--- config.mk ---
export PLATFORM = sky130hd
export DESIGN_NAME = grb_row_expand
export DESIGN_NICKNAME = d
export VERILOG_FILES = /design/src/hw/rtl/grb_pkg.sv /design/src/hw/rtl/grb_row_expand.sv
export SDC_FILE = /design/constraint.sdc
export NUM_CORES = 1
export LEC_CHECK = 0
export ABC_AREA = 0
export BUFFER_PORTS_ARGS = -buffer_cell sky130_fd_sc_hd__buf_2
export CAP_MARGIN = 20
export CORE_UTILIZATION = 47
export DETAILED_ROUTE_END_ITERATION = 10
export PLACE_DENSITY = 0.88
export REMOVE_ABC_BUFFERS = 1
export SLEW_MARGIN = 20
export SYNTH_ARGS = -nofsm -noshare
export SYNTH_HDL_FRONTEND = slang
export SYNTH_SLANG_ARGS = --single-unit
--- constraint.sdc ---
create_clock -name vclk -period 1.6
set_clock_uncertainty 0.1 [all_clocks]
set_input_delay 0.24 -clock vclk [all_inputs]
set_output_delay 0.24 -clock vclk [all_outputs]
set_load 0.01 [all_outputs]
--- src/hw/rtl/grb_pkg.sv ---
// Shared constants, register codes and helpers for the glyph row blitter.
`default_nettype none

package grb_pkg;

	// default design limits
	localparam int MAX_GLYPH_HEIGHT_DEF = 16;
	localparam int MAX_SCALE_DEF        = 4;

	// font store geometry
	localparam int FONT_AW    = 12;
	localparam int FONT_DEPTH = 1 << FONT_AW;
	localparam int FONT_W     = 8;

	// fixed field widths
	localparam int COORD_W = 12;
	localparam int DIM_W   = 13;
	localparam int GHREG_W = 5;
	localparam int CODE_W  = 8;
	localparam int SCIN_W  = 3;
	localparam int COLOR_W = 32;
	localparam int RADDR_W = 24;
	localparam int MASK_W  = 32;
	localparam int DWOUT_W = 6;

	// configuration port
	localparam int CFG_IW = 3;
	localparam int CFG_DW = 13;

	typedef enum logic [CFG_IW-1:0] {
		CFG_ENABLED       = 3'd0,
		CFG_SCREEN_WIDTH  = 3'd1,
		CFG_SCREEN_HEIGHT = 3'd2,
		CFG_ROW_STRIDE    = 3'd3,
		CFG_GLYPH_HEIGHT  = 3'd4,
		CFG_SWAP_RED_BLUE = 3'd5
	} cfg_reg_t;

	// register reset values
	localparam logic               RST_ENABLED       = 1'b1;
	localparam logic [DIM_W-1:0]   RST_SCREEN_WIDTH  = 13'd640;
	localparam logic [DIM_W-1:0]   RST_SCREEN_HEIGHT = 13'd480;
	localparam logic [DIM_W-1:0]   RST_ROW_STRIDE    = 13'd640;
	localparam logic [GHREG_W-1:0] RST_GLYPH_HEIGHT  = 5'd8;
	localparam logic               RST_SWAP_RED_BLUE = 1'b0;

	localparam logic              OP_LOAD = 1'b0;
	localparam logic              OP_BLIT = 1'b1;

	localparam logic [COLOR_W-1:0] KEEP_MASK = 32'hFF00_FF00;

	// 0x00RRGGBB <-> 0x00BBGGRR
	function automatic logic [COLOR_W-1:0] swap_rb(input logic [COLOR_W-1:0] c);
		logic [COLOR_W-1:0] res;
		res = (c & KEEP_MASK) | {8'h00, c[7:0], 8'h00, c[23:16]};
		return res;
	endfunction

endpackage

`default_nettype wire

--- src/hw/rtl/grb_row_expand.sv ---
// Widens one glyph row by the scale factor and clips it to the drawn width.
`default_nettype none

module grb_row_expand
	import grb_pkg::*;
#(
	parameter int MAX_SCALE = MAX_SCALE_DEF,
	parameter int SC_W      = $clog2(MAX_SCALE + 1),
	parameter int CW_W      = SC_W + 3
) (
	input  wire logic [FONT_W-1:0] bits,
	input  wire logic [SC_W-1:0]   sc,
	input  wire logic [CW_W-1:0]   dw,
	output      logic [MASK_W-1:0] mask
);

	logic [MASK_W-1:0] exp_mask [1:MAX_SCALE];
	logic [MASK_W-1:0] sel_mask;

	// pixel p of a scale-s row shows glyph column p/s
	for (genvar s = 1; s <= MAX_SCALE; s++) begin : g_scale
		for (genvar p = 0; p < MASK_W; p++) begin : g_pix
			localparam int GX = p / s;
			if (GX < FONT_W) begin : g_in
				assign exp_mask[s][p] = bits[FONT_W-1-GX];
			end else begin : g_out
				assign exp_mask[s][p] = 1'b0;
			end
		end
	end

	always_comb begin
		sel_mask = '0;
		for (int s = 1; s <= MAX_SCALE; s++) begin
			if (sc == SC_W'(s)) begin
				sel_mask = exp_mask[s];
			end
		end
		for (int p = 0; p < MASK_W; p++) begin
			mask[p] = sel_mask[p] & (32'(dw) > 32'(p));
		end
	end

endmodule

`default_nettype wire

==> flow_summary.toml <==
[run_status]
outcome = "completed"

[pwr]
power.density_nw_per_um2 = 268
p_total_uw = 346
leakagePower_uw = 0.000621
ir_worst_vdd_uv = 155

[timing]
fin_ws_ns = 0.00173
setup_violations = 0
slew-limit-headroom_pct = 78.6
hold_viol_final = 0
fmax_ghz = 0.626
period_share_pct = 99.9
fin_crit_ns = 1.60
rsz0062_at_grt = "true"
worst_pin_slew_ns = 0.319
slew_viol_final = 0
hold_ws_ns = 0.750

[global_routing]
grt_overflow = 0
grt_use_total_pct = 29.1
busiest_layer = "met2"
grt_pass1_vias = 1017
grt_max_degree = 23
grt_util_met2_pct = 49.1
grt_pass1_wl_mm = 4.60
grt_use_met3_pct = 0.816
antenna_found_initial = 0
use_met1_pct = 41.7

[layout]
finalNetCount = 208
flops_and_latches = 0
diodes = 0
final_area_um2 = 1290
clockBufferCount = 0
area_delta_synth_final_pct = 51.0
n_fill_cell = 128
regArea_um2 = 0
drive_gt1_share_pct = 48.1

[route]
vias = 1310
viasPerCell = 6.12
drtPass1Iterations = 5
drt_wl_total_mm = 3.10
wl_per_cell_um = 14.5
drc_errors = 0
postRouteAntennaNets = 0
drt_iter0_markers = 66

[synthesis]
ys_types = 39
synth_most_common_cell = "a21oi_1"
synthSimpleGateAreaFrac_pct = 35.3
synthTopCellsByArea = "a21oi_1 (14%), a22oi_1 (11%), mux2_2 (6.6%), o21ai_0 (5.9%), nor2_1 (5.7%)"
yosys_warnings = 0
seq_area_frac_synth_pct = 0
netlist_top_cells_count = "a21oi_1 (24), nor2_1 (13), a22oi_1 (12), nand2_1 (12), o21ai_0 (10)"
synth.mux.area_fraction_pct = 6.60
synthAdderAreaFrac_pct = 0
synth_compound_area_share_pct = 47.1
yosysTopAreaCellShare_pct = 14.1
yosysTopAreaCell = "a21oi_1"
synth_area_um2 = 853
synthXorXnorAreaFrac_pct = 0
synth_cells = 140
syn_avg_cell_area_um2 = 6.10
synth_top_family_by_area = "compound AO/OA/AOI/OAI gates"

[placed_design]
port_buffers = 49
gp_congestion = 0.896
place_hpwl_mm = 2.21
dpl-instance-area_um2 = 1150
preCtsSetupSlack_ns = -0.0814

[floorplanning]
num_rows = 15
placeableCoreArea_um2 = 1710
initial_core_util_pct = 50.0
die-area_um2 = 1990
io_pins = 49
die_w_um = 44.6
dieHeight_um = 44.6

[flow_run]
maxCapViolCount = 0

[setup_path]
path_class = "in -> out"
end_kind = "output pin"
critPathLaunchType = "input port"
worst-path-max-fanout = 18
crit_arrival_ns = 1.26
cp_data_required_time_ns = 1.26

[cts]
cts_hold_buf = 0

[worst_hold_path]
min_path_type = "in -> out"
-- kinds of logic (layout without fill, tap and decap cells) --
kind of cell,after synthesis,count (layout)
buffers and inverters,18,67
and+or+nand+nor,54,54
AOI/OAI and AO/OA,63,63
muxes,5,5
-- metal layers --
layer | routed length (um) | part of all wire, %
met5 | 0 | 0
met4 | 87 | 2.8
met3 | 279 | 9.0
met2 | 1490 | 48
met1 | 1250 | 40
-- worst paths after layout --
check                from       end  slack [ns]  depth (start not counted)
setup / recovery    sc[1]  mask[25]       0.002                          6
hold / removal    bits[7]   mask[0]        0.75                          3
-- cells in the final DEF, fill, tap and decap left out, drive strengths merged, types with 3 or more instances in the layout --
cell type / n
o21ai: 10
nor3b: 4
a22oi: 12
a21o: 4
mux2: 5
buf: 64
and2: 3
nand2: 13
nor2: 13
a21oi: 24
nand3: 4
-- cell type report --
cell class                      count  area (um^2)  share of cell area (%)
Timing Repair Buffer               64          407                    31.6
Tap cell                           25         31.3                    2.43
Inverter                            3         11.3                   0.874
Multi-Input combinational cell    122          840                    65.1
-- worst max-delay path: stages --
cell	delay, ns
buf_12	0.13
nor3b_4	0.32
buf_6	0.17
nand2_2	0.08
a21oi_1	0.17
buf_2	0.16
-- power breakdown --
group	switching [uW]	total (uW)	internal (uW)	leakage, uW
combinational	193	346	153	0.000621
clock	0	0	0	0
sequential	0	0	0	0
total	193	346	153	0.000621
-- what timing repair did --
item	in CTS	in global routing
endpoints found under the setup margin	22	23
buffers inserted	1	0
pin swaps	0	10
gates cloned	0	0
gates resized for setup	6	26
-- through the flow --
stage / util [%] / instances / TNS, ns
global placement: 67.5 / 213 / -0.0607
detailed placement: 67.5 / 213 / -0.581
global route: 75.5 / 214 / -0.103
floorplan: - / 125 / 0
finish: 75.5 / 214 / 0
CTS: 69.0 / 214 / -0.0173
Note: power is estimated with default switching activity, not from simulation.
